**src/mic_gain_saturate_ring_writer_assert.svh**
```systemverilog
// Assertion macros for the microphone gain and ring writer block.
`ifndef MIC_GAIN_SATURATE_RING_WRITER_ASSERT_SVH
`define MIC_GAIN_SATURATE_RING_WRITER_ASSERT_SVH
`ifndef SYNTHESIS
// Same-cycle implication, checked out of reset.
`define MGSRW_ASSERT_NOW(label, clk, rstn, ante, cons) \
    label: assert property (@(posedge clk) disable iff (!(rstn)) (ante) |-> (cons)) \
        else $error("assertion failed");
// Next-cycle implication, checked out of reset.
`define MGSRW_ASSERT_NEXT(label, clk, rstn, ante, cons) \
    label: assert property (@(posedge clk) disable iff (!(rstn)) (ante) |=> (cons)) \
        else $error("assertion failed");
`else
`define MGSRW_ASSERT_NOW(label, clk, rstn, ante, cons)
`define MGSRW_ASSERT_NEXT(label, clk, rstn, ante, cons)
`endif
`endif

```
**src/mgsrw_pkg.sv**
```systemverilog
package mgsrw_pkg;

    localparam int unsigned WORD_W   = 32;
    localparam int unsigned SAMPLE_W = 16;
    localparam int unsigned ADDR_W   = 16;
    localparam int unsigned GAIN_W   = 16;
    localparam int unsigned PROD_W   = SAMPLE_W + GAIN_W + 1;

    localparam int unsigned QDEPTH = 4;
    localparam int unsigned QAW    = $clog2(QDEPTH);
    localparam int unsigned QCW    = $clog2(QDEPTH + 1);

    localparam logic [GAIN_W-1:0] GAIN_RESET = GAIN_W'(8);
    localparam logic [ADDR_W-1:0] ADDR_STEP  = ADDR_W'(2);

    localparam logic signed [PROD_W-1:0] SAT_MAX = PROD_W'(32767);
    localparam logic signed [PROD_W-1:0] SAT_MIN = -PROD_W'(32768);

    typedef enum logic {
        REG_GAIN       = 1'b0,
        REG_RING_BYTES = 1'b1
    } reg_index_t;

    typedef struct packed {
        logic [ADDR_W-1:0]          byte_address;
        logic signed [SAMPLE_W-1:0] sample;
    } entry_t;

    typedef struct packed {
        logic full;
        logic empty;
    } q_stat_t;

endpackage

```
**src/mic_gain_saturate_ring_writer.sv**
```systemverilog
// Channel   Dir  Ports            Payload
// input     in   s_axis_t*        tdata: sample_word; tuser: channel_right, recenter
// result    out  m_axis_t*        tdata: byte_address, sample
// config    in   cfg_*            index 0 gain, index 1 ring_bytes
//
// One word per cycle while the queue is not full; a left word passes through the queue slot,
// the product register and the saturate register before it leaves.
// Right words leave no result and do not step the write position; recenter and wrap still apply.
// Reset is synchronous; gain returns to 8, ring size and position to 0.
// A stalled output holds the back pipeline; the four-entry queue keeps input open until it is full.
`include "mic_gain_saturate_ring_writer_assert.svh"

module mic_gain_saturate_ring_writer (
    input  logic                             aclk,
    input  logic                             aresetn,
    input  logic                             s_axis_tvalid,
    output logic                             s_axis_tready,
    input  logic [31:0]                      s_axis_tdata,  // [31:0] sample_word
    input  logic [1:0]                       s_axis_tuser,  // [0] channel_right, [1] recenter
    output logic                             m_axis_tvalid,
    input  logic                             m_axis_tready,
    output logic [31:0]                      m_axis_tdata,  // [15:0] byte_address, [31:16] sample
    input  logic                             cfg_we,
    input  logic                             cfg_index,
    input  logic [15:0]                      cfg_wdata
);

    logic [mgsrw_pkg::GAIN_W-1:0] gain_reg;
    logic [mgsrw_pkg::ADDR_W-1:0] ring_bytes_reg;
    mgsrw_pkg::q_stat_t           q_stat;
    mgsrw_pkg::entry_t            push_entry;
    mgsrw_pkg::entry_t            pop_entry;
    mgsrw_pkg::entry_t            out_entry;
    logic                         push;
    logic                         pop;

    always_ff @(posedge aclk) begin
        if (!aresetn) begin
            gain_reg       <= mgsrw_pkg::GAIN_RESET;
            ring_bytes_reg <= '0;
        end else if (cfg_we) begin
            case (mgsrw_pkg::reg_index_t'(cfg_index))
                mgsrw_pkg::REG_GAIN:       gain_reg       <= cfg_wdata;
                mgsrw_pkg::REG_RING_BYTES: ring_bytes_reg <= cfg_wdata;
                default: ;
            endcase
        end
    end

    mgsrw_front u_front (
        .aclk        (aclk),
        .aresetn     (aresetn),
        .in_valid    (s_axis_tvalid),
        .in_word     (s_axis_tdata),
        .in_right    (s_axis_tuser[0]),
        .in_recenter (s_axis_tuser[1]),
        .ring_bytes  (ring_bytes_reg),
        .q_stat      (q_stat),
        .in_ready    (s_axis_tready),
        .push        (push),
        .push_entry  (push_entry)
    );

    mgsrw_queue u_queue (
        .aclk       (aclk),
        .aresetn    (aresetn),
        .push       (push),
        .push_entry (push_entry),
        .pop        (pop),
        .pop_entry  (pop_entry),
        .q_stat     (q_stat)
    );

    mgsrw_back u_back (
        .aclk      (aclk),
        .aresetn   (aresetn),
        .gain      (gain_reg),
        .q_stat    (q_stat),
        .pop_entry (pop_entry),
        .pop       (pop),
        .out_valid (m_axis_tvalid),
        .out_ready (m_axis_tready),
        .out_entry (out_entry)
    );

    assign m_axis_tdata = {out_entry.sample, out_entry.byte_address};

    `MGSRW_ASSERT_NOW(a_queue_state, aclk, aresetn, 1'b1, !(q_stat.full && q_stat.empty))
    `MGSRW_ASSERT_NOW(a_addr_in_ring, aclk, aresetn, push,
        (push_entry.byte_address < ring_bytes_reg) || (push_entry.byte_address == '0))
    `MGSRW_ASSERT_NEXT(a_push_lands, aclk, aresetn, push, !q_stat.empty)

endmodule

```
**src/mgsrw_front.sv**
```systemverilog
module mgsrw_front (
    input  logic                          aclk,
    input  logic                          aresetn,
    input  logic                          in_valid,
    input  logic [mgsrw_pkg::WORD_W-1:0]  in_word,
    input  logic                          in_right,
    input  logic                          in_recenter,
    input  logic [mgsrw_pkg::ADDR_W-1:0]  ring_bytes,
    input  mgsrw_pkg::q_stat_t            q_stat,
    output logic                          in_ready,
    output logic                          push,
    output mgsrw_pkg::entry_t             push_entry
);

    logic [mgsrw_pkg::ADDR_W-1:0] position_reg;
    logic [mgsrw_pkg::ADDR_W-1:0] position_next;
    logic [mgsrw_pkg::ADDR_W-1:0] base;
    logic [mgsrw_pkg::ADDR_W-1:0] wrapped;
    logic                         accept;

    assign in_ready = !q_stat.full;
    assign accept   = in_valid && in_ready;
    assign push     = accept && !in_right;

    always_comb begin
        base    = in_recenter ? (ring_bytes >> 1) : position_reg;
        wrapped = (base >= ring_bytes) ? '0 : base;
        position_next = position_reg;
        if (accept) begin
            position_next = in_right ? wrapped : wrapped + mgsrw_pkg::ADDR_STEP;
        end
        push_entry.byte_address = wrapped;
        push_entry.sample       = $signed(in_word[mgsrw_pkg::WORD_W-1 -: mgsrw_pkg::SAMPLE_W]);
    end

    always_ff @(posedge aclk) begin
        if (!aresetn) begin
            position_reg <= '0;
        end else begin
            position_reg <= position_next;
        end
    end

endmodule

```
**src/mgsrw_queue.sv**
```systemverilog
module mgsrw_queue (
    input  logic               aclk,
    input  logic               aresetn,
    input  logic               push,
    input  mgsrw_pkg::entry_t  push_entry,
    input  logic               pop,
    output mgsrw_pkg::entry_t  pop_entry,
    output mgsrw_pkg::q_stat_t q_stat
);

    mgsrw_pkg::entry_t             slots_reg [mgsrw_pkg::QDEPTH];
    logic [mgsrw_pkg::QAW-1:0]     wr_ptr_reg;
    logic [mgsrw_pkg::QAW-1:0]     wr_ptr_next;
    logic [mgsrw_pkg::QAW-1:0]     rd_ptr_reg;
    logic [mgsrw_pkg::QAW-1:0]     rd_ptr_next;
    logic [mgsrw_pkg::QCW-1:0]     count_reg;
    logic [mgsrw_pkg::QCW-1:0]     count_next;
    logic                          do_push;
    logic                          do_pop;

    assign q_stat.full  = (count_reg == mgsrw_pkg::QCW'(mgsrw_pkg::QDEPTH));
    assign q_stat.empty = (count_reg == '0);
    assign do_push      = push && !q_stat.full;
    assign do_pop       = pop && !q_stat.empty;
    assign pop_entry    = slots_reg[rd_ptr_reg];

    always_comb begin
        wr_ptr_next = do_push ? wr_ptr_reg + 1'b1 : wr_ptr_reg;
        rd_ptr_next = do_pop ? rd_ptr_reg + 1'b1 : rd_ptr_reg;
        count_next  = count_reg;
        case ({do_push, do_pop})
            2'b10:   count_next = count_reg + 1'b1;
            2'b01:   count_next = count_reg - 1'b1;
            default: count_next = count_reg;
        endcase
    end

    always_ff @(posedge aclk) begin
        if (!aresetn) begin
            wr_ptr_reg <= '0;
            rd_ptr_reg <= '0;
            count_reg  <= '0;
        end else begin
            wr_ptr_reg <= wr_ptr_next;
            rd_ptr_reg <= rd_ptr_next;
            count_reg  <= count_next;
        end
    end

    always_ff @(posedge aclk) begin
        if (do_push) begin
            slots_reg[wr_ptr_reg] <= push_entry;
        end
    end

endmodule

```
**src/mgsrw_back.sv**
```systemverilog
module mgsrw_back (
    input  logic                          aclk,
    input  logic                          aresetn,
    input  logic [mgsrw_pkg::GAIN_W-1:0]  gain,
    input  mgsrw_pkg::q_stat_t            q_stat,
    input  mgsrw_pkg::entry_t             pop_entry,
    output logic                          pop,
    output logic                          out_valid,
    input  logic                          out_ready,
    output mgsrw_pkg::entry_t             out_entry
);

    logic                                 advance;
    logic                                 prod_valid_reg;
    logic signed [mgsrw_pkg::PROD_W-1:0]  prod_reg;
    logic [mgsrw_pkg::ADDR_W-1:0]         prod_addr_reg;
    logic                                 out_valid_reg;
    mgsrw_pkg::entry_t                    out_entry_reg;
    logic signed [mgsrw_pkg::PROD_W-1:0]  product;
    logic signed [mgsrw_pkg::SAMPLE_W-1:0] saturated;

    assign advance   = !out_valid_reg || out_ready;
    assign pop       = advance && !q_stat.empty;
    assign out_valid = out_valid_reg;
    assign out_entry = out_entry_reg;

    always_comb begin
        product = pop_entry.sample * $signed({1'b0, gain});
        if (prod_reg > mgsrw_pkg::SAT_MAX) begin
            saturated = mgsrw_pkg::SAT_MAX[mgsrw_pkg::SAMPLE_W-1:0];
        end else if (prod_reg < mgsrw_pkg::SAT_MIN) begin
            saturated = mgsrw_pkg::SAT_MIN[mgsrw_pkg::SAMPLE_W-1:0];
        end else begin
            saturated = prod_reg[mgsrw_pkg::SAMPLE_W-1:0];
        end
    end

    always_ff @(posedge aclk) begin
        if (!aresetn) begin
            prod_valid_reg <= 1'b0;
            out_valid_reg  <= 1'b0;
        end else if (advance) begin
            prod_valid_reg <= pop;
            out_valid_reg  <= prod_valid_reg;
        end
    end

    always_ff @(posedge aclk) begin
        if (advance) begin
            prod_reg                   <= product;
            prod_addr_reg              <= pop_entry.byte_address;
            out_entry_reg.byte_address <= prod_addr_reg;
            out_entry_reg.sample       <= saturated;
        end
    end

endmodule

```
**config.mk**
```make
export PLATFORM = sky130hd
export DESIGN_NAME = mic_gain_saturate_ring_writer
export DESIGN_NICKNAME = d
export VERILOG_FILES = /design/src/mgsrw_pkg.sv /design/src/mic_gain_saturate_ring_writer.sv /design/src/mgsrw_front.sv /design/src/mgsrw_queue.sv /design/src/mgsrw_back.sv
export VERILOG_INCLUDE_DIRS = /design/src /design/src/src
export SDC_FILE = /design/constraint.sdc
export NUM_CORES = 1
export LEC_CHECK = 0
export ABC_CLOCK_PERIOD_IN_PS = 9450
export BUFFER_PORTS_ARGS = -buffer_cell sky130_fd_sc_hd__buf_2
export CAP_MARGIN = 20
export CORE_MARGIN = 2
export CORE_UTILIZATION = 52
export CTS_BUF_LIST = sky130_fd_sc_hd__clkbuf_16
export CTS_CLUSTER_SIZE = 40
export DETAILED_ROUTE_END_ITERATION = 6
export PLACE_DENSITY_LB_ADDON = 0.08
export SETUP_SLACK_MARGIN = 0.3
export SYNTH_ARGS = -nofsm -noshare
export SYNTH_HDL_FRONTEND = slang
export SYNTH_HIERARCHICAL = 1
export SYNTH_SLANG_ARGS = --single-unit
export TNS_END_PERCENT = 50
```
**constraint.sdc**
```tcl
create_clock -name aclk -period 9.45 [get_ports aclk]
set_input_delay 0.4725 -clock aclk [delete_from_list [all_inputs] [get_ports aclk]]
set_output_delay 0.4725 -clock aclk [all_outputs]
set_load 0.02 [all_outputs]
```
== Word level (Yosys, flattened, before mapping) ==
Memory sizes are Yosys's and may differ from the RTL's. A register that Yosys moved wholly into a read port is not among the register bits.
Index checks and enable logic that the tools add are counted.

* Add/subtract/negate cells: 5
* Multiply operators: 1
* Magnitude comparators: 3
* Equality and inequality tests: 3
* Muxes and demuxes: 9
* Bitwise gates (word level): 1
* Reductions and logical operators: 14

{| class="wikitable"
|+ Operator list
! operator !! number
|-
| $mux 16 || 4
|-
| $gt 33x16->1 const B || 1
|-
| $lt 33x16->1 const B || 1
|-
| $mul 16x17->33 || 1
|-
| $add 16x2->16 const B || 1
|-
| $ge 16x16->1 || 1
|-
| $pmux 3 s2 || 1
|-
| $logic_and 1x1->1 || 5
|-
| $add 2x1->2 const B || 2
|-
| $logic_not 1->1 || 4
|-
| $mux 2 || 2
|-
| $reduce_and 2->1 || 2
|-
| $add 3x1->3 const B || 1
|-
| $eq 3x3->1 const B || 1
|-
| $logic_not 3->1 || 1
|-
| $sub 3x1->3 const B || 1
|-
| $eq 2x1->1 const B || 1
|-
| $eq 2x2->1 const B || 1
|-
| $mux 1 || 2
|-
| $reduce_bool 2->1 || 1
|-
| $logic_or 1x1->1 || 1
|-
| $not 1->1 || 1
|}

* Bits in registers: 138
* RAM bits: 128
* Bits of input ports: 56
* Output and inout bits: 34
* Word-level logic and storage cells: 49
* Memories: 1

{| class="wikitable"
|+ Memory list
! name !! words !! width !! read ports !! clocked after Yosys merged registers in !! wr ports !! RTL line !! text
|-
| u_queue.slots_reg || 4 || 32 || 1 || 1 || 1 || mgsrw_queue.sv:11 || <nowiki>mgsrw_pkg::entry_t slots_reg [mgsrw_pkg::QDEPTH];</nowiki>
|}

== Logic depth before layout (Yosys ltp) ==
* Word-level depth: 7
* Mapped depth: 25
* Depth with buffers taken out: 21

== Hierarchy ==
The synthesis kept the hierarchy.

{| class="wikitable"
|+ Modules (own cells, without submodules)
! module !! instances !! cells an instance !! area an instance (um^2) !! sequential area each (um^2)
|-
| mgsrw_back || 1 || 1182 || 11653.7 || 2472.4
|-
| mgsrw_queue || 1 || 221 || 5144.9 || 4023.9
|-
| mgsrw_front || 1 || 230 || 1784.2 || 320.3
|-
| mic_gain_saturate_ring_writer || 1 || 124 || 1241.2 || 640.6
|}

== Worst setup path after synthesis ==
No wires, ideal clock.

* Kind: register to register
* Start: reg with a tool-made name
* End: reg u_back/prod_reg[31] (netlist name) (data pin)
* Library setup time: 0.269 ns
* Data arrival time: 6.293 ns
* Required time: 9.181 ns
* Path slack: 2.889 ns
* Cell stages (with the launch flop): 22
* Path buffers: 3
* Clock period less this slack: 6.561 ns
* Cell sequence: dfxtp_1 -> buf_6 -> buf_12 -> mux4_2 -> inv_1 -> clkbuf_1 -> nor2_1 -> fa_1 -> fa_1 -> fa_1 -> fa_1 -> fa_1 -> inv_1 -> fa_1 -> inv_1 -> ha_1 -> a21oi_1 -> o21ai_0 -> a221oi_1 -> nor3b_1 -> o31ai_1 -> xor2_1

{| class="wikitable"
|+ RTL lines
! what !! RTL line !! text
|-
| to (signal assigned) || mgsrw_back.sv:50 || <nowiki>prod_reg <= product;</nowiki>
|-
| to (decl) || mgsrw_back.sv:15 || <nowiki>logic signed [mgsrw_pkg::PROD_W-1:0] prod_reg;</nowiki>
|}

==> summary.md <==
| Metric | Value |
|---|---|
| Initial DRT Pass Iterations | 5 |
| Via density | 5.244 |
| IO Port Bufs | 73 |
| Worst Setup Path Type | flip-flop to flip-flop |
| Max Clock Skew | 14.73 ps |
| Initial core utilization | 52.76% |
| Antenna Nets Post-Route | 0 |
| Power Dens Cells | 262.1 mW/mm^2 |
| Mapped Nets | 2152 |
| Final hold vios | 0 |
| Clock period minus worst slack | 7453 ps |
| Core area | 0.03758 mm^2 |
| Aggregate routed wire length | 41530 um |
| DRC viols | 0 |
| Crit path capture type | flip-flop |
| Die Span Y | 199.3 um |
| CTS H-tree depth | 1 |
| Root buf cell | clkbuf_16 |
| Setup TNS | 0 ps |
| Max reg flops | 128 |
| Reg2Reg Setup Slack | 2000 ps |
| Max-capacitance violation count | 0 |
| # IOs | 90 |
| Layout Utilization | 56.84% |
| Syn avg cell area | 11.28 um^2 |
| Largest net degree at the start of global routing | 77 |
| Sequential share of the synthesized area | 37.62% |
| Reg2reg path depth | 18 |
| Grt total ovfl | 0 |
| Cell with the most instances after synthesis | inv_1 |
| Fin Hold WS | 116.7 ps |
| Gr usage total | 21.94% |
| Hold buffer count at CTS | 0 |
| Clock Latency Late Sink | 570 ps |
| Final setup violation count | 0 |
| Post-CTS setup buffer count | 0 |
| Global placement routability congestion | 0.8734 |
| RSZ-0062 raised after global routing | false |
| Final slew viol count | 0 |
| CTS resizes | 0 |
| Net Sw Power | 0.002317 W |
| Clock Sink Count | 268 |
| Fill cells | 3269 |
| Share of layout cells above drive strength 1 | 10.44% |
| Synth top area share | 31.66% |
| Power Total | 0.005598 W |
| Share of flip-flops with an asynchronous set or reset | 0% |
| Startpoint Class | flip-flop |
| YS warnings | 6 |
| Clock Path Buffers | 3 |
| CTS tree | done |
| Internal Power | 0.003281 W |
| Clock network fraction of design power | 18.4% |
| DR iter-0 viols | 647 |
| Min-Delay Endpoint | u_queue/slots_reg[3][4]$_DFFE_PP_ |
| Mapped Cells | 1757 |
| Synth cell types | 72 |
| Syn-to-layout area delta | 7.738% |
| #FFs+latches synth | 268 |
| Die width | 199.3 um |
| Worst hold start | s_axis_tdata[20] |
| Final period utilization | 78.87% |
| DR vias | 12240 |
| Worst path required time | 9750 ps |
| Commonest cells in the netlist | inv_1 (290), nand2_1 (225), edfxtp_1 (209), fa_1 (195), ha_1 (144) |
| Relative slew margins | 29.41% |
| VDD IR max | 0.0002375 V |
| Clock slew at the register clock pins of the worst setup and hold paths | 60 ps |
| Hold Path Cell Cnt | 1 |
| Total CTS buffers | 28 |
| Cell area after synthesis | 0.01982 mm^2 |
| Comb pwr share | 51.7% |
| Hold Crit Class | primary input to flip-flop |
| FMAX | 134.2 MHz |
| Predominant post-synthesis flop cell | edfxtp_1 |
| P_leak | 9.406 nW |
| Global-route wire length before repair | 67050 um |
| Fraction of power consumed by sequential logic | 29.9% |
| Vias in the first global route | 12630 |
| Result of the run | finished clean |
| Maximum fanout along the worst path | 16 |
| Row count | 71 |
| # nets final | 2193 |
| Yosys top cell by area | edfxtp_1 |
| Sw frac | 41.39% |
| Worst R2R End | u_back/prod_reg[31]$_DFFE_PN_ |
| Top cells by area, synth | edfxtp_1 (32%), fa_1 (20%), ha_1 (9.1%) |
| DP Wirelength | 31000 um |
| EDFF count, synth | 209 |
| Initial antenna violation count | 4 |
| Slew @ Worst Pin | 1054 ps |
| CP Data Arrival Time | 7750 ps |
| Wirelength per Cell | 17.80 um |
| Die area | 0.03970 mm^2 |
power groups by stage:
stage                     registers [W]  logic [W]  clock network (W)
after floorplan                 0.00176    0.00216                  0
after global routing            0.00170    0.00330            0.00111
after detailed placement        0.00170    0.00290                  0
final                           0.00167    0.00290            0.00103
after CTS                       0.00168    0.00293            0.00106
after global placement          0.00170    0.00287                  0
per-stage QoR:
stage               instances  setup WS [ps]  cell area (um^2)
global placement         2279           1898             20480
finish                   2333           1997             21360
floorplan                1757           2889             19820
global route             2331           1644             21350
CTS                      2331           1885             21350
detailed placement       2279           1901             20480
per-layer routing:
metal | up-vias | part of all wire (%) | track usage (%)
li1 | 5824 | - | -
met1 | 6123 | 45 | 29.83
met2 | 242 | 49 | 37.44
met3 | 42 | 4.5 | 3.274
met4 | 4 | 1.5 | 4.754
met5 | - | 0.055 | 0
area by class of cell:
cell class | instances | area [um^2] | share of cell area, %
diodes | 2 | 5.005 | 0.02343
clock buffers | 28 | 700.7 | 3.281
clock inverters | 24 | 167.7 | 0.7850
inverters | 291 | 1094 | 5.120
multi-input cells | 1113 | 10760 | 50.36
flip-flops and latches | 268 | 7458 | 34.92
well taps | 511 | 639.4 | 2.994
repair buffers | 96 | 538.0 | 2.519
how the worst max path moves through the flow:
stage | from | endpoint | slack, ps | depth (start not counted)
floorplan | flip-flop | u_back/prod_reg[31]$_DFFE_PN_ | 2890 | 21
global placement | flip-flop | u_back/prod_reg[32]$_DFFE_PN_ | 1900 | 20
detailed placement | flip-flop | u_back/prod_reg[32]$_DFFE_PN_ | 1900 | 20
CTS | flip-flop | u_back/prod_reg[32]$_DFFE_PN_ | 1880 | 20
global route | flip-flop | u_back/prod_reg[32]$_DFFE_PN_ | 1640 | 20
finish | flip-flop | u_back/prod_reg[31]$_DFFE_PN_ | 2000 | 18
cells by family after synthesis:
family	count (synthesis)	share of synthesized area [%]
AO/OA/AOI/OAI	143	5.056
XOR/XNOR	42	1.856
adder cells (fa/ha/maj)	339	28.78
buffers and inverters	376	8.142
flip-flops	268	37.62
multiplexers	77	5.933
AND/OR/NAND/NOR	512	12.62
critical path: stages (launching register included):
cell and delay [ps]:
dfxtp_1 920, mux4_2 590, inv_1 470, nor2_1 130
fa_1 520, fa_1 520, fa_1 520, fa_1 540
fa_1 550, inv_1 50, fa_1 520, inv_1 40
ha_1 380, a21oi_1 250, o21ai_0 210, a221oi_1 380
nor3b_1 310, o31ai_1 120, xor2_1 160
layout by cell type (no fill, tap or decap), drive strengths merged, types with 4 or more instances in the layout:
cell type / n
xor2: 12
and3: 7
buf: 96
nand2: 225
clkbuf: 28
clkinv: 12
a211oi: 5
and2: 133
mux4: 32
edfxtp: 209
a21oi: 38
a31oi: 8
nor2b: 15
ha: 144
nor2: 65
o21ai: 30
a211o: 4
nand4: 14
xnor2: 30
mux2i: 41
o31ai: 8
a21o: 7
nor3: 5
inv: 299
nand3: 12
o211ai: 5
o21bai: 4
dfxtp: 59
fa: 195
mux2: 4
a21boi: 5
a32o: 5
nor4: 7
o21a: 8
nand2b: 13
Note: power is estimated with default switching activity, not from simulation.
